===== config.mk =====
export PLATFORM = sky130hd
export DESIGN_NAME = dns_name_label_encoder_core_flat
export DESIGN_NICKNAME = d
export VERILOG_FILES = /design/src/rtl/dnle_pkg.sv /design/src/rtl/dnle_in_if.sv /design/src/rtl/dnle_out_if.sv /design/src/rtl/dnle_ram.sv /design/src/rtl/dnle_out_reg.sv /design/src/rtl/dns_name_label_encoder_core.sv /design/src/flat_wrapper.sv
export SDC_FILE = /design/constraint.sdc
export NUM_CORES = 1
export LEC_CHECK = 0
export BUFFER_PORTS_ARGS = -buffer_cell sky130_fd_sc_hd__buf_2
export CORE_ASPECT_RATIO = 1.5
export CORE_UTILIZATION = 55
export CTS_CLUSTER_SIZE = 24
export DETAILED_ROUTE_END_ITERATION = 7
export PLACE_DENSITY = 0.67
export SYNTH_ARGS = -nofsm -noshare
export SYNTH_HDL_FRONTEND = slang
export SYNTH_HIERARCHICAL = 1
export SYNTH_SLANG_ARGS = --single-unit
export TNS_END_PERCENT = 5

===== constraint.sdc =====
create_clock -name clk -period 8.9 [get_ports clk]
set_input_delay 0.89 -clock clk [delete_from_list [all_inputs] [get_ports clk]]
set_output_delay 0.89 -clock clk [all_outputs]
set_load 0.02 [all_outputs]

===== src/rtl/dnle_pkg.sv =====
`timescale 1ns / 1ps
`default_nettype none
package dnle_pkg;

  localparam int BYTE_W = 8;
  localparam logic [BYTE_W-1:0] DOT_CHAR = 8'd46;

  typedef enum logic [1:0] {
    ST_IDLE,
    ST_LEN,
    ST_DATA
  } dnle_state_t;

  typedef struct packed {
    logic [BYTE_W-1:0] out_byte;
    logic              run_last;
    logic              root_follows;
    logic              label_overflow;
  } dnle_beat_t;

endpackage
`default_nettype wire


===== src/rtl/dnle_in_if.sv =====
`timescale 1ns / 1ps
`default_nettype none
interface dnle_in_if;
  logic       valid;
  logic       ready;
  logic [7:0] name_char;
  logic       end_of_name;

  modport source (output valid, output name_char, output end_of_name, input ready);
  modport sink (input valid, input name_char, input end_of_name, output ready);
endinterface
`default_nettype wire


===== src/rtl/dnle_out_if.sv =====
`timescale 1ns / 1ps
`default_nettype none
interface dnle_out_if;
  logic       valid;
  logic       ready;
  logic [7:0] out_byte;
  logic       run_last;
  logic       root_follows;
  logic       label_overflow;

  modport source (output valid, output out_byte, output run_last, output root_follows,
                  output label_overflow, input ready);
  modport sink (input valid, input out_byte, input run_last, input root_follows,
                input label_overflow, output ready);
endinterface
`default_nettype wire


===== src/rtl/dnle_ram.sv =====
`timescale 1ns / 1ps
`default_nettype none
module dnle_ram #(
  parameter int WIDTH = 8,
  parameter int DEPTH = 63,
  parameter int AW    = (DEPTH > 1) ? $clog2(DEPTH) : 1
) (
  input  wire logic             clk,
  input  wire logic             we,
  input  wire logic [AW-1:0]    waddr,
  input  wire logic [WIDTH-1:0] wdata,
  input  wire logic             re,
  input  wire logic [AW-1:0]    raddr,
  output logic      [WIDTH-1:0] rdata
);

  logic [WIDTH-1:0] mem [DEPTH];

  always_ff @(posedge clk) begin
    if (we) begin
      mem[waddr] <= wdata;
    end
    // read data holds while no read is issued
    if (re) begin
      rdata <= mem[raddr];
    end
  end

endmodule
`default_nettype wire


===== src/rtl/dnle_out_reg.sv =====
`timescale 1ns / 1ps
`default_nettype none
module dnle_out_reg (
  input  wire logic                clk,
  input  wire logic                rst_n,
  input  wire logic                load,
  input  wire dnle_pkg::dnle_beat_t beat,
  output logic                     slot_free,
  dnle_out_if.source               out_ch
);
  import dnle_pkg::*;

  logic       valid_r, valid_nxt;
  dnle_beat_t beat_r;

  assign slot_free = !valid_r || out_ch.ready;

  always_comb begin
    valid_nxt = valid_r;
    if (slot_free) begin
      valid_nxt = load;
    end
  end

  always_ff @(posedge clk) begin
    if (!rst_n) begin
      valid_r <= 1'b0;
    end else begin
      valid_r <= valid_nxt;
    end
  end

  always_ff @(posedge clk) begin
    if (slot_free && load) begin
      beat_r <= beat;
    end
  end

  assign out_ch.valid          = valid_r;
  assign out_ch.out_byte       = beat_r.out_byte;
  assign out_ch.run_last       = beat_r.run_last;
  assign out_ch.root_follows   = beat_r.root_follows;
  assign out_ch.label_overflow = beat_r.label_overflow;

endmodule
`default_nettype wire


===== src/rtl/dns_name_label_encoder_core.sv =====
`timescale 1ns / 1ps
`default_nettype none
// channel  dir  payload                                             handshake
// in_ch    in   name_char[7:0], end_of_name                         valid/ready
// out_ch   out  out_byte[7:0], run_last, root_follows, label_overflow  valid/ready
//
// a plain character fills the label ram; past LABEL_MAX it is dropped and flagged
// a dot or end of name flushes the label: n+1 bytes leave, the length byte first,
//   one byte per cycle unless out_ch stalls, paced by the single ram read port
// new characters are taken only between flushes; a flush may start while the
//   last byte of the previous one still waits in the output register
// synchronous active-low reset clears count, overflow flag and fsm; ram is not cleared
module dns_name_label_encoder_core #(
  parameter int LABEL_MAX = 63
) (
  input  wire logic  clk,
  input  wire logic  rst_n,
  dnle_in_if.sink    in_ch,
  dnle_out_if.source out_ch
);
  import dnle_pkg::*;

  localparam int CNT_W  = $clog2(LABEL_MAX + 1);
  localparam int ADDR_W = (LABEL_MAX > 1) ? $clog2(LABEL_MAX) : 1;

  dnle_state_t      state_r, state_nxt;
  logic [CNT_W-1:0] count_r, count_nxt;
  logic [CNT_W-1:0] idx_r, idx_nxt;
  logic [CNT_W-1:0] idx_inc;
  logic             ovf_r, ovf_nxt;
  logic             end_r, end_nxt;

  logic              in_fire;
  logic              is_dot;
  logic              we, re;
  logic [ADDR_W-1:0] rd_addr;
  logic [BYTE_W-1:0] rd_data;
  logic              load, slot_free, last;
  dnle_beat_t        beat;

  assign in_ch.ready = (state_r == ST_IDLE);
  assign in_fire     = in_ch.valid && in_ch.ready;
  assign is_dot      = (in_ch.name_char == DOT_CHAR);
  assign idx_inc     = idx_r + 1'b1;
  assign last        = (idx_inc == count_r);

  always_comb begin
    state_nxt   = state_r;
    count_nxt   = count_r;
    idx_nxt     = idx_r;
    ovf_nxt     = ovf_r;
    end_nxt     = end_r;
    we          = 1'b0;
    re          = 1'b0;
    rd_addr     = idx_inc[ADDR_W-1:0];
    load        = 1'b0;
    beat        = '0;
    case (state_r)
      ST_IDLE: begin
        if (in_fire) begin
          if (!is_dot) begin
            if (count_r < CNT_W'(LABEL_MAX)) begin
              we        = 1'b1;
              count_nxt = count_r + 1'b1;
            end else begin
              ovf_nxt = 1'b1;
            end
          end
          if (is_dot || in_ch.end_of_name) begin
            end_nxt   = in_ch.end_of_name;
            state_nxt = ST_LEN;
          end
        end
      end
      ST_LEN: begin
        if (slot_free) begin
          load                = 1'b1;
          beat.out_byte       = BYTE_W'(count_r);
          beat.run_last       = (count_r == '0);
          beat.root_follows   = end_r && (count_r == '0);
          beat.label_overflow = ovf_r;
          if (count_r == '0) begin
            state_nxt = ST_IDLE;
            if (end_r) begin
              ovf_nxt = 1'b0;
            end
          end else begin
            // prefetch the first character
            re        = 1'b1;
            rd_addr   = '0;
            idx_nxt   = '0;
            state_nxt = ST_DATA;
          end
        end
      end
      ST_DATA: begin
        if (slot_free) begin
          load                = 1'b1;
          beat.out_byte       = rd_data;
          beat.run_last       = last;
          beat.root_follows   = end_r && last;
          beat.label_overflow = ovf_r;
          if (last) begin
            count_nxt = '0;
            state_nxt = ST_IDLE;
            if (end_r) begin
              ovf_nxt = 1'b0;
            end
          end else begin
            re      = 1'b1;
            idx_nxt = idx_inc;
          end
        end
      end
      default: begin
        state_nxt = ST_IDLE;
      end
    endcase
  end

  always_ff @(posedge clk) begin
    if (!rst_n) begin
      state_r <= ST_IDLE;
      count_r <= '0;
      idx_r   <= '0;
      ovf_r   <= 1'b0;
      end_r   <= 1'b0;
    end else begin
      state_r <= state_nxt;
      count_r <= count_nxt;
      idx_r   <= idx_nxt;
      ovf_r   <= ovf_nxt;
      end_r   <= end_nxt;
    end
  end

  dnle_ram #(
    .WIDTH (BYTE_W),
    .DEPTH (LABEL_MAX),
    .AW    (ADDR_W)
  ) u_label_ram (
    .clk   (clk),
    .we    (we),
    .waddr (count_r[ADDR_W-1:0]),
    .wdata (in_ch.name_char),
    .re    (re),
    .raddr (rd_addr),
    .rdata (rd_data)
  );

  dnle_out_reg u_out_reg (
    .clk       (clk),
    .rst_n     (rst_n),
    .load      (load),
    .beat      (beat),
    .slot_free (slot_free),
    .out_ch    (out_ch)
  );

  a_count_bound: assert property (@(posedge clk) disable iff (!rst_n)
    count_r <= CNT_W'(LABEL_MAX))
    else $error("label count above maximum");

  a_data_index: assert property (@(posedge clk) disable iff (!rst_n)
    state_r == ST_DATA |-> idx_r < count_r)
    else $error("read index beyond buffered label");

  a_root_on_last: assert property (@(posedge clk) disable iff (!rst_n)
    out_ch.valid && out_ch.root_follows |-> out_ch.run_last)
    else $error("root marker off the last byte of a run");

  a_name_end_clears: assert property (@(posedge clk) disable iff (!rst_n)
    load && slot_free && beat.root_follows |=> !ovf_r && count_r == '0)
    else $error("state not cleared at end of name");

endmodule
`default_nettype wire


===== src/flat_wrapper.sv =====
// flat-port wrapper written by rule: the top's interface ports become plain ports
module dns_name_label_encoder_core_flat import dnle_pkg::*;
#(
  parameter int LABEL_MAX = 63
)
  (clk, rst_n, in_ch_valid, in_ch_name_char, in_ch_end_of_name, in_ch_ready, out_ch_valid, out_ch_out_byte, out_ch_run_last, out_ch_root_follows, out_ch_label_overflow, out_ch_ready);
  dnle_in_if in_ch_i ();
  dnle_out_if out_ch_i ();
  input  wire logic clk;
  input  wire logic rst_n;
  input wire logic [$bits(in_ch_i.valid)-1:0] in_ch_valid;
  input wire logic [$bits(in_ch_i.name_char)-1:0] in_ch_name_char;
  input wire logic [$bits(in_ch_i.end_of_name)-1:0] in_ch_end_of_name;
  output wire logic [$bits(in_ch_i.ready)-1:0] in_ch_ready;
  output wire logic [$bits(out_ch_i.valid)-1:0] out_ch_valid;
  output wire logic [$bits(out_ch_i.out_byte)-1:0] out_ch_out_byte;
  output wire logic [$bits(out_ch_i.run_last)-1:0] out_ch_run_last;
  output wire logic [$bits(out_ch_i.root_follows)-1:0] out_ch_root_follows;
  output wire logic [$bits(out_ch_i.label_overflow)-1:0] out_ch_label_overflow;
  input wire logic [$bits(out_ch_i.ready)-1:0] out_ch_ready;
  assign in_ch_i.valid = in_ch_valid;
  assign in_ch_i.name_char = in_ch_name_char;
  assign in_ch_i.end_of_name = in_ch_end_of_name;
  assign in_ch_ready = in_ch_i.ready;
  assign out_ch_valid = out_ch_i.valid;
  assign out_ch_out_byte = out_ch_i.out_byte;
  assign out_ch_run_last = out_ch_i.run_last;
  assign out_ch_root_follows = out_ch_i.root_follows;
  assign out_ch_label_overflow = out_ch_i.label_overflow;
  assign out_ch_i.ready = out_ch_ready;
  dns_name_label_encoder_core #(.LABEL_MAX(LABEL_MAX)) u_core (.clk(clk), .rst_n(rst_n), .in_ch(in_ch_i), .out_ch(out_ch_i));
endmodule

After elaboration in Yosys (flattened, before gate mapping)
Memories as Yosys holds them, arrays and structs flattened. A register that Yosys moved wholly into a read port is not among the register bits.
Cells that the tools add are included.
Widths: inputs -> output; s select.
{"block": "word_totals", "ram_bits": 504, "mem_count": 1, "out_inout_bits": 13, "register_bits": 28}
{"name": "u_core.u_label_ram.mem", "depth": 63, "word_bits": 8, "read_ports": 1, "rd_ports_with_merged_regs": 1, "wr": 1, "line": "dnle_ram.sv:17", "rtl": "logic [WIDTH-1:0] mem [DEPTH];"}
{"block": "op_classes", "n_addsub": 2, "mux": 46, "magnitude_cmp": 1, "eq_ne": 15, "reduce_logical": 18}
{"op": "$mux 6", "n": 12}
{"op": "$pmux 6 s2", "n": 2}
{"op": "$pmux 11 s2", "n": 1}
{"op": "$mux 1", "n": 20}
{"op": "$ne 2x2->1 const B", "n": 9}
{"op": "$add 6x1->6 const B", "n": 2}
{"op": "$mux 2", "n": 6}
{"op": "$mux 11", "n": 1}
{"op": "$reduce_and 5->1", "n": 2}
{"op": "$mux 9", "n": 1}
{"op": "$eq 8x6->1 const B", "n": 1}
{"op": "$reduce_and 8->1", "n": 1}
{"op": "$eq 6x6->1", "n": 1}
{"op": "$logic_not 6->1", "n": 1}
{"op": "$lt 6x6->1 const B", "n": 1}
{"op": "$pmux 2 s3", "n": 1}
{"op": "$reduce_and 6->1", "n": 1}
{"op": "$logic_and 1x1->1", "n": 4}
{"op": "$ne 2x1->1 const B", "n": 2}
{"op": "$reduce_bool 2->1", "n": 2}
{"op": "$pmux 1 s3", "n": 1}
{"op": "$reduce_and 3->1", "n": 1}
{"op": "$reduce_bool 3->1", "n": 1}
{"op": "$eq 2x1->1 const B", "n": 1}
{"op": "6 further kinds", "n": 7}

Logic depth before layout (Yosys ltp)
Gate-level depths: netlist of run 1.
{"block": "depth", "word_depth": 7, "depth_mapped": 15, "ltp_nobuf": 10}

Hierarchy
Netlist of run 1, hierarchy kept.
{"mod": "dnle_ram", "area_per_inst_um2": 19886.6, "seq_area_each_um2": 15374.7, "instances": 1, "cells_each": 949}
{"mod": "dns_name_label_encoder_core", "area_per_inst_um2": 1328.8, "seq_area_each_um2": 320.3, "instances": 1, "cells_each": 181}
{"mod": "dnle_out_reg", "area_per_inst_um2": 387.9, "seq_area_each_um2": 350.3, "instances": 1, "cells_each": 16}

Worst setup path after synthesis of run 1
No wires, ideal clock.
{"block": "synth_path", "path_type": "input to register", "startpoint": "in out_ch_ready", "endpoint": "reg u_core.u_label_ram.rdata[1] (read register of u_core.u_label_ram.mem), data pin", "slack_ns": 5.680, "arrival_time_ns": 2.950, "n_path_buf": 3, "path_stages": 11, "cell_sequence": "nand2b_4 > and3_1 > clkbuf_1 > nor2_1 > buf_6 > buf_2 > mux4_2 > a221oi_1 > o21ai_0 > nand3_1 > o311ai_1"}
{"block": "synth_between", "elab_chain_len": 3, "elab_cells_between_ends": 6, "cone_classes": "mux: 5; reduce/logical: 1"}
{"element": "start, declared", "line": "flat_wrapper.sv:20", "rtl": "input wire logic [$bits(out_ch_i.ready)-1:0] out_ch_ready;"}
{"element": "$logic_or 1x1->1", "line": "dnle_out_reg.sv:16", "rtl": "assign slot_free = !valid_r || out_ch.ready;"}
{"element": "$mux 6", "line": "dns_name_label_encoder_core.sv:76", "rtl": "if (slot_free) begin"}
{"element": "$mux 6", "line": "dns_name_label_encoder_core.sv:58", "rtl": "case (state_r)"}
{"element": "named net u_core.rd_addr[0]", "line": "dns_name_label_encoder_core.sv:36", "rtl": "logic [ADDR_W-1:0] rd_addr;"}
{"element": "end, declared", "line": "dnle_ram.sv:14", "rtl": "output logic [WIDTH-1:0] rdata"}
The timed path passes the listed nets, and every way through them passes these cells.
A chain may end at the register's enable or synchronous reset.

Worst setup path after layout of run 1
{"block": "layout_path", "startpoint": "reg u_core.count_r[2]", "endpoint": "reg u_core.u_label_ram.rdata[3] (read register of u_core.u_label_ram.mem), data pin"}
{"block": "layout_between", "elab_chain_len": 4, "elab_cells_between_ends": 10, "cone_classes": "eq/ne: 1; mux: 8; reduce/logical: 1"}
{"element": "start, declared", "line": "dns_name_label_encoder_core.sv:27", "rtl": "logic [CNT_W-1:0] count_r, count_nxt;"}
{"element": "start signal, assigned", "line": "dns_name_label_encoder_core.sv:130", "rtl": "count_r <= count_nxt;"}
{"element": "$logic_not 6->1", "line": "dns_name_label_encoder_core.sv:82", "rtl": "if (count_r == '0) begin"}
{"element": "$mux 6", "line": "dns_name_label_encoder_core.sv:82"}
{"element": "$mux 6", "line": "dns_name_label_encoder_core.sv:76"}
{"element": "$mux 6", "line": "dns_name_label_encoder_core.sv:58"}
{"element": "named net u_core.rd_addr[0]", "line": "dns_name_label_encoder_core.sv:36"}
The timed path passes the listed nets, and every way through them passes these cells.

==> impl_metrics.json, run 1 <==
{
  "status": "completed",
  "slew_headroom": 0.142,
  "io_pins": 26,
  "met1_length_mm": 19.0,
  "setup.worst_path.end_class": "register",
  "crit_chain": "nor4_1, nand2_1, and3_1, nor2_4, buf_4, buf_4, mux4_2, a22oi_1, nand4_1, a21oi_1, nor3_1",
  "min_period_ps": 4810,
  "setup_viol": 0,
  "synth-main-ff-cell": "edfxtp_1",
  "met2_wirelength_mm": 25.5,
  "r2r_cells": 11,
  "rsz0062_at_grt": "no",
  "rr_startpoint": "u_core/count_r[2]$_SDFFE_PN0P_",
  "dp_slack_ps": 4060,
  "ys_ff_latch": 540,
  "coreArea_sq_mm": 0.0385,
  "final_max_slew_viol_count": 0,
  "yosysSeqAreaShare": 0.743,
  "top_layer_used": "met4",
  "grt_pass1_wl_mm": 72.2,
  "hp-start": "u_core/ovf_r$_SDFFE_PN0P_",
  "ys_types": 61,
  "die_w_microns": 164,
  "numCtsBuffers": 49,
  "synth_compound_area_frac": 0.0411,
  "grt_antenna_before_repair": 0,
  "syn-instance-count": 1146,
  "crit_fanout": 41,
  "wl_met3_mm": 2.50,
  "cpMostUsedCell": "buf_4",
  "ant_nets": 0,
  "synth-async-reset-ratio": 0,
  "rrSetupSlack_ps": 4090,
  "worst_ep_required_time_ps": 9210,
  "dr_total_vias": 11000,
  "finalHoldViolCount": 0,
  "cp_slowest_cell": "buf_4",
  "initialDrtViolationCount": 1148,
  "grt-ovfl-total": 0,
  "tightest_slew_ps": 1280,
  "cts.sinks": 540,
  "synth_top_family_by_area": "multiplexers",
  "slowest_delay_ps": 690,
  "cap_viol_max_count": 0,
  "area_growth_pct": 9.94,
  "final_net_count": 1201,
  "yosysWarnings": 6,
  "hold_class": "register to register",
  "clkLatencyLatePin_ps": 580,
  "synth_xor_area_frac": 0.00446,
  "min_to": "u_core/ovf_r$_SDFFE_PN0P_",
  "p_per_area_mw_per_mm2": 243,
  "clockRootBuffer": "clkbuf_16",
  "die-area_sq_mm": 0.0401,
  "synth_simple_gate_area_frac": 0.0511,
  "place_hpwl_mm": 29.7,
  "drive_above_1_share": 0.208,
  "wirelength_mm": 48.8,
  "clk_pin_slew_worst_paths_ps": 70,
  "synth_fp_nets": 1166,
  "layoutNonFillerInstCount": 1714,
  "crit_type": "register to register",
  "rows": 88,
  "first_global_vias": 10900,
  "nFillCells": 2752,
  "synth_mux_area_frac": 0.138,
  "cts_tree": "built",
  "setup_slack_ps": 4090,
  "timing.fmax_mhz": 208,
  "ir_drop_mv": 0.197,
  "holdPathStages": 2,
  "place_inst": 1625,
  "ctsResizeCount": 0,
  "fin_setup_tns_ps": 0,
  "drt-pass1-iter-count": 5,
  "antenna_cells": 0,
  "port_buffers": 25,
  "initial_core_util": 0.561,
  "clock_path_buffers": 3,
  "finalClockSkew_ps": 17.7,
  "reg2reg_to": "u_core/u_label_ram/rdata[3]$_DFFE_PP_",
  "total_power_mw": 5.78,
  "crit_arrival_ps": 5110,
  "via_per_inst": 6.39,
  "ctsHtreeMaxLevel": 2,
  "synthAdderAreaFrac": 0.00405,
  "fin_crit_sh": 0.540,
  "wl_per_cell_microns": 28.4,
  "ctsHoldBuffers": 0,
  "grt_usage": 0.254,
  "place_congestion": 0.814,
  "synth_area_sq_mm": 0.0216,
  "start_kind": "register",
  "power.leakage_nw": 7.48,
  "synth-edff-count": 523,
  "utilization": 0.616,
  "grt_max_degree": 65,
  "postCtsSetupBuffers": 0,
  "synth.avg_cell_area_sq_um": 18.9,
  "die_y_microns": 245,
  "drc_errors": 0
}
## routing by layer
layer / vias to the layer above / global-route usage
li1: 4702 / -
met1: 5787 / 0.339
met2: 380 / 0.431
met3: 87 / 0.0259
met4: 0 / 0.0956
met5: - / 0
## report_power, final
group          switching (mW)  internal, mW
sequential             0.0381          2.86
combinational           0.485         0.349
clock                   0.888          1.16
## cells by family (layout without fill, tap and decap cells)
logic type	Yosys count	count (layout)
fa+ha+maj	7	7
mux	154	154
xor+xnor	11	11
simple gates	234	234
flops	540	540
buf+inv	77	150
compound gates	123	123
## worst max-delay path, delay by kind of cell (launching register included)
kind	cells	cell delay, ps
buffers and inverters	2	1350
DFF	1	480
AOI/OAI and AO/OA	2	600
muxes	1	580
and+or+nand+nor	6	1470
## synth_stat cells (7+ instances only)
cell type,instances,share of area
edfxtp_1,523,0.73
mux4_2,115,0.12
nor2_1,87,0.015
nand2_1,53,0.0092
clkbuf_1,34,0.0059
mux2i_1,31,0.014
nand3_1,29,0.0067
a22oi_1,20,0.0069
o21ai_0,19,0.0044
dfxtp_1,17,0.016
a21oi_1,15,0.0035
inv_1,14,0.0024
buf_2,13,0.0030
nor2b_1,12,0.0035
a22o_1,11,0.0045
o22ai_1,10,0.0029
mux2_2,8,0.0042
nand2b_1,8,0.0023
xnor2_1,8,0.0032
and3_1,7,0.0020
buf_6,7,0.0036
ha_1,7,0.0041
## how the worst max path moves through the flow
| stage | startpoint | end | slack (ps) | depth (start not counted) |
|---|---|---|---|---|
| 6_report | u_core/count_r[2]$_SDFFE_PN0P_ | u_core/u_label_ram/rdata[3]$_DFFE_PP_ | 4090 | 11 |
| 5_1_grt | u_core/count_r[2]$_SDFFE_PN0P_ | u_core/u_label_ram/rdata[2]$_DFFE_PP_ | 3680 | 11 |
| 4_1_cts | u_core/count_r[2]$_SDFFE_PN0P_ | u_core/u_label_ram/rdata[3]$_DFFE_PP_ | 4050 | 11 |
| 3_5_place_dp | u_core/count_r[2]$_SDFFE_PN0P_ | u_core/u_label_ram/rdata[3]$_DFFE_PP_ | 4060 | 11 |
| 3_3_place_gp | out_ch_ready | u_core/u_label_ram/rdata[3]$_DFFE_PP_ | 4120 | 11 |
| 2_1_floorplan | out_ch_ready | u_core/u_label_ram/rdata[1]$_DFFE_PP_ | 5680 | 11 |
## layout make-up
class                      instances  area [sq um]  share of cell area
sequential                       540         16000               0.676
multi-input combinational        529          5200               0.219
inverter                          14          52.6             0.00221
clock inverter                    22           178             0.00748
timing repair buffer              47           290              0.0122
tap                              495           619              0.0261
clock buffer                      67          1370              0.0575
## state kept, by name, indices dropped and copies added (netlist names)
name and flops:
u_core/u_label_ram/mem 504, u_core/u_label_ram/rdata 8, u_core/u_out_reg/out_ch.out_byte 8, u_core/count_r 6, u_core/idx_r 6, u_core/state_r 2
u_core/end_r 1, u_core/ovf_r 1, u_core/u_out_reg/out_ch.label_overflow 1, u_core/u_out_reg/out_ch.root_follows 1, u_core/u_out_reg/out_ch.run_last 1, u_core/u_out_reg/out_ch.valid 1
## cell usage in the layout (no fill, tap or decap), types with 7 or more instances in the layout
cell / synthesis / layout
edfxtp_1: 523 / 523
mux4_2: 115 / 115
nor2_1: 87 / 83
nand2_1: 53 / 53
clkbuf_16: 0 / 51
mux2i_1: 31 / 31
nand3_1: 29 / 29
buf_2: 13 / 25
buf_4: 6 / 22
a22oi_1: 20 / 20
o21ai_0: 19 / 19
dfxtp_1: 17 / 17
inv_1: 14 / 14
a21oi_1: 15 / 14
clkbuf_1: 34 / 13
nor2b_1: 12 / 12
a22o_1: 11 / 11
o22ai_1: 10 / 10
clkinv_1: 0 / 9
clkinv_2: 0 / 9
nand2b_1: 8 / 8
xnor2_1: 8 / 8
mux2_2: 8 / 8
and3_1: 7 / 7
ha_1: 7 / 7
## through the flow
step | hold slack [ps] | area, sq um
4_1_cts | 459 | 23800
3_5_place_dp | 450 | 22200
6_report | 455 | 23800
5_1_grt | 510 | 23800
2_1_floorplan | 430 | 21600
3_3_place_gp | 443 | 22200
(Power assumes the default switching activity.)
==> run 2, diff against run 1 <==
--- a/config.mk
+++ b/config.mk
@@ -10,7 +10,7 @@
 export CORE_UTILIZATION = 55
 export CTS_CLUSTER_SIZE = 24
 export DETAILED_ROUTE_END_ITERATION = 7
-export PLACE_DENSITY = 0.67
+export PLACE_DENSITY = 0.7
 export SYNTH_ARGS = -nofsm -noshare
 export SYNTH_HDL_FRONTEND = slang
 export SYNTH_HIERARCHICAL = 1
==> constraint.sdc (replaced) <==
create_clock -name clk -period 4.1 [get_ports clk]
set_input_delay 0.41 -clock clk [delete_from_list [all_inputs] [get_ports clk]]
set_output_delay 0.41 -clock clk [all_outputs]
set_load 0.02 [all_outputs]
==> run 2 against run 1 <==
Effect of this change:
- largest power group unchanged
- clock power rose by 110%
- highest routed layer is now met5
- via count rose by 3.1%
- flip-flop and latch count did not move
- clock skew rose by 2.2 ps
- wire length rose by 3.9%
- sequential power rose by 120%
==> impl_metrics.json, run 2 (synthesis gave the netlist of run 1 again) <==
{
  "slowest_delay_ps": 730,
  "grt-ovfl-total": 0,
  "numCtsBuffers": 47,
  "utilization": 0.626,
  "cp_slowest_cell": "nor2_4",
  "grt_usage": 0.262,
  "hold_ws_ps": 179,
  "timing.fmax_mhz": 259,
  "drive_above_1_share": 0.238,
  "top_register": "u_core/u_label_ram/mem",
  "drc_errors": 0,
  "slew_headroom": 0.181,
  "die_w_microns": 164,
  "die_y_microns": 245,
  "cap_viol_max_count": 0,
  "crit_type": "register to register",
  "rows": 88,
  "start_kind": "register",
  "crit_arrival_ps": 4130,
  "first_global_vias": 11700,
  "finalHoldViolCount": 0,
  "port_buffers": 25,
  "via_per_inst": 6.43,
  "grt_antenna_before_repair": 2,
  "place_hpwl_mm": 33.6,
  "wirelength_mm": 50.6,
  "rsz0062_at_grt": "no",
  "layoutNonFillerInstCount": 1758,
  "ctsHtreeMaxLevel": 2,
  "dr_total_vias": 11300,
  "tightest_slew_ps": 1220,
  "ir_drop_mv": 0.407,
  "cts.sinks": 540,
  "crit_chain": "nor4_1, nand2_1, and3_1, nor2_4, buf_4, mux4_2, a22o_1, o21ai_0, o311ai_1",
  "setup_viol": 0,
  "final_cell_mix": "edfxtp_1, mux4_2, nor2_1",
  "io_pins": 26,
  "wl_per_cell_microns": 28.8,
  "total_power_mw": 12.6,
  "p_per_area_mw_per_mm2": 522,
  "grt_pass1_wl_mm": 74.7,
  "drt-pass1-iter-count": 5,
  "fin_crit_sh": 0.941,
  "ctsResizeCount": 0,
  "worst_ep_required_time_ps": 4370,
  "antenna_cells": 0,
  "ctsHoldBuffers": 0,
  "coreArea_sq_mm": 0.0385,
  "cts_tree": "built",
  "clk_pin_slew_worst_paths_ps": 70,
  "place_inst": 1674,
  "initial_core_util": 0.561,
  "ant_nets": 0,
  "hold_class": "primary input to register",
  "largest_reg_flops": 504,
  "final_max_slew_viol_count": 0,
  "grt_max_degree": 65,
  "postCtsSetupBuffers": 0,
  "final_net_count": 1248,
  "crit_fanout": 27,
  "die-area_sq_mm": 0.0401,
  "finalClockSkew_ps": 19.8,
  "place_congestion": 0.904,
  "clock_path_buffers": 3,
  "power.leakage_nw": 7.74,
  "setup.worst_path.end_class": "register",
  "multiInputGateArea_sq_mm": 0.00519,
  "clockRootBuffer": "clkbuf_16",
  "layout_commonest_cell": "edfxtp_1",
  "status": "completed",
  "area_growth_pct": 11.7,
  "fin_setup_tns_ps": 0,
  "initialDrtViolationCount": 1302,
  "min_period_ps": 3860,
  "seq_area_sq_mm": 0.0160,
  "nFillCells": 2612,
  "clkLatencyLatePin_ps": 560
}
## run 2: cell types whose count changed in the layout (fill, tap and decap cells not counted), moves of 2 or more
| cell | delta |
|---|---|
| buf_4 | +45 |
| buf_12 | +4 |
| clkbuf_1 | -4 |
| clkbuf_16 | -2 |
| clkinv_2 | -2 |
## run 2: power breakdown
group / switching [mW] / total, mW / internal (mW) / leakage (nW)
clock network: 1.87 / 4.37 / 2.50 / 0.743
registers: 0.0496 / 6.25 / 6.20 / 4.85
logic: 1.14 / 1.98 / 0.845 / 2.15
## run 2: path summary, 6_finish.rpt
kind	start	end	slack, ps	depth (start not counted)
hold reg to reg	u_core/ovf_r$_SDFFE_PN0P_	u_core/ovf_r$_SDFFE_PN0P_	470	2
setup / recovery	u_core/count_r[2]$_SDFFE_PN0P_	u_core/u_label_ram/rdata[1]$_DFFE_PP_	240	9
hold / removal	in_ch_end_of_name	u_core/end_r$_SDFFE_PN0P_	180	3
setup reg to reg	u_core/count_r[2]$_SDFFE_PN0P_	u_core/u_label_ram/rdata[1]$_DFFE_PP_	240	9
## run 2: layout make-up
cell class	count	share of cell area
Tap cell	495	0.0257
Clock buffer	62	0.0545
Timing Repair Buffer	96	0.0293
Multi-Input combinational cell	529	0.215
Inverter	14	0.00218
Sequential cell	540	0.665
Clock inverter	22	0.00829
## run 2: per-layer routing
layer  vias up  global-route usage  part of all wire
met5         -                   0           0.00020
met4         2               0.135             0.054
met3       138              0.0313             0.056
met2       506               0.452              0.52
met1      5852               0.325              0.37
li1       4802                   -                 -
## run 2: per-stage QoR
step	setup WS (ps)	instance area (sq um)
floorplan	991	21600
global placement	214	22600
detailed placement	220	22600
CTS	194	24100
global route	118	24100
finish	243	24100
## run 2: worst max-delay path, delay by kind of cell, from the launching register on
| family | cells | cell delay (ps) |
|---|---|---|
| simple gates | 4 | 1630 |
| mux | 1 | 290 |
| compound gates | 3 | 1040 |
| flops | 1 | 310 |
| buf+inv | 1 | 270 |
==> run 3, diff against run 2 <==
--- a/config.mk
+++ b/config.mk
@@ -6,11 +6,13 @@
 export NUM_CORES = 1
 export LEC_CHECK = 0
 export BUFFER_PORTS_ARGS = -buffer_cell sky130_fd_sc_hd__buf_2
+export CAP_MARGIN = 30
 export CORE_ASPECT_RATIO = 1.5
 export CORE_UTILIZATION = 55
 export CTS_CLUSTER_SIZE = 24
 export DETAILED_ROUTE_END_ITERATION = 7
 export PLACE_DENSITY = 0.7
+export REMOVE_ABC_BUFFERS = 1
 export SYNTH_ARGS = -nofsm -noshare
 export SYNTH_HDL_FRONTEND = slang
 export SYNTH_HIERARCHICAL = 1
==> run 3 against run 2 <==
Effect of this change:
- final cell count rose by 0.34%
- largest cell class unchanged
- sequential share of layout area fell by 0.11 points
- combinational power fell by 3%
- flip-flop and latch count did not move
- maximum frequency rose by 1.5%
- core utilization rose by 0.10 points
- largest power group unchanged
- highest routed layer is now met4
==> impl_metrics.json, run 3 (synthesis gave the netlist of run 1 again) <==
{
  "die-area_sq_mm": 0.0401,
  "cap_viol_max_count": 0,
  "wl_per_cell_microns": 27.2,
  "first_global_vias": 11300,
  "crit_chain": "nor4_1, nand2_1, and3_1, nor2_4, buf_12, nor2b_1, nand2_1, o221a_2, a31oi_1, o221a_2",
  "antenna_cells": 0,
  "slowest_delay_ps": 480,
  "final_area_sq_mm": 0.0242,
  "holdPathStages": 3,
  "timing.fmax_mhz": 263,
  "ant_nets": 0,
  "min_period_ps": 3800,
  "setup.worst_path.end_class": "register",
  "grt-ovfl-total": 0,
  "via_per_inst": 6.34,
  "final_net_count": 1250,
  "cts_tree": "built",
  "power.leakage_nw": 7.76,
  "layout_commonest_cell": "edfxtp_1",
  "drive_above_1_share": 0.238,
  "dr_total_vias": 11200,
  "largest_reg_flops": 504,
  "place_hpwl_mm": 30.6,
  "fin_crit_sh": 0.927,
  "switching_share": 0.244,
  "final_cell_mix": "edfxtp_1, mux4_2, nor2_1",
  "rows": 88,
  "finalHoldViolCount": 0,
  "die_w_microns": 164,
  "cp_slowest_cell": "nor2_4",
  "drc_errors": 0,
  "place_area_sq_mm": 0.0227,
  "die_y_microns": 245,
  "ctsHoldBuffers": 0,
  "wirelength_mm": 48.0,
  "setup_slack_ps": 298,
  "ctsHtreeMaxLevel": 2,
  "setup_viol": 0,
  "worst_ep_required_time_ps": 4540,
  "nFillCells": 2663,
  "ir_drop_mv": 0.415,
  "area_growth_pct": 11.9,
  "crit_type": "register to register",
  "top_register": "u_core/u_label_ram/mem",
  "grt_antenna_before_repair": 2,
  "port_buffers": 25,
  "hold_class": "primary input to register",
  "final_max_slew_viol_count": 0,
  "grt_pass1_wl_mm": 71.5,
  "start_kind": "register",
  "layoutNonFillerInstCount": 1764,
  "p_per_area_mw_per_mm2": 518,
  "rsz0062_at_grt": "no",
  "drt-pass1-iter-count": 6,
  "dp_slack_ps": 394,
  "place_inst": 1675,
  "postCtsSetupBuffers": 0,
  "ctsResizeCount": 0,
  "tightest_slew_ps": 950,
  "internal-power_mw": 9.47,
  "initialDrtViolationCount": 1185,
  "r2r_cells": 10,
  "slew_headroom": 0.364,
  "finalClockSkew_ps": 12.8,
  "clock_path_buffers": 3,
  "p_seq_frac": 0.499,
  "grt_usage": 0.248,
  "crit_arrival_ps": 4250,
  "coreArea_sq_mm": 0.0385,
  "switchingPower_mw": 3.06,
  "io_pins": 26,
  "status": "completed",
  "pwr-share-comb": 0.153,
  "initial_core_util": 0.561,
  "power_frac_clock": 0.348,
  "numCtsBuffers": 48,
  "clockRootBuffer": "clkbuf_16",
  "crit_fanout": 47,
  "cts.sinks": 540,
  "clkLatencyLatePin_ps": 570,
  "clk_pin_slew_worst_paths_ps": 70,
  "place_congestion": 0.843,
  "grt_max_degree": 65
}
[run 3: layout make-up]
type | count | area (sq um) | area share
clock inverter | 29 | 221 | 0.00916
multi-input combinational | 529 | 5190 | 0.215
inverter | 14 | 52.6 | 0.00217
tap | 495 | 619 | 0.0256
sequential | 540 | 16000 | 0.664
clock buffer | 60 | 1300 | 0.0537
timing repair buffer | 97 | 744 | 0.0308
[run 3: path summary, 6_finish.rpt]
check                                               startpoint                               endpoint  slack (ps)
worst max-delay path            u_core/count_r[2]$_SDFFE_PN0P_  u_core/u_label_ram/rdata[5]$_DFFE_PP_         300
worst min-delay path                         in_ch_end_of_name              u_core/end_r$_SDFFE_PN0P_         120
worst min register to register       u_core/ovf_r$_SDFFE_PN0P_              u_core/ovf_r$_SDFFE_PN0P_         480
worst max register to register  u_core/count_r[2]$_SDFFE_PN0P_  u_core/u_label_ram/rdata[5]$_DFFE_PP_         300
[run 3: metal layers]
layer | share of wire | global-route usage | vias up
li1 | - | - | 4813
met1 | 0.39 | 0.325 | 5822
met2 | 0.52 | 0.423 | 451
met3 | 0.059 | 0.0313 | 90
met4 | 0.037 | 0.0986 | 0
met5 | 0 | 0 | -
[run 3: metrics by stage]
step                TNS, ps  total power, mW  hold slack, ps  utilization
floorplan            -66890             7.69             430            -
global placement          0             8.27             445        0.587
detailed placement        0             8.30             468        0.588
CTS                       0             12.6             104        0.627
global route              0             12.9             155        0.627
finish                    0             12.5             122        0.627
[run 3: critical path: cells and delay by family (launching register included)]
family / cells / cell delay [ps]
AO/OA/AOI/OAI: 3 / 1000
flip-flops: 1 / 310
buffers and inverters: 1 / 300
AND/OR/NAND/NOR: 6 / 2000
[run 3: power by group through the flow]
stage          sequential (mW)  combinational, mW  clock, mW
6_report                  6.25               1.92       4.36
5_1_grt                   6.26               2.05       4.60
4_1_cts                   6.25               1.94       4.42
3_5_place_dp              6.37               1.93          0
3_3_place_gp              6.36               1.91          0
2_1_floorplan             6.42               1.27          0
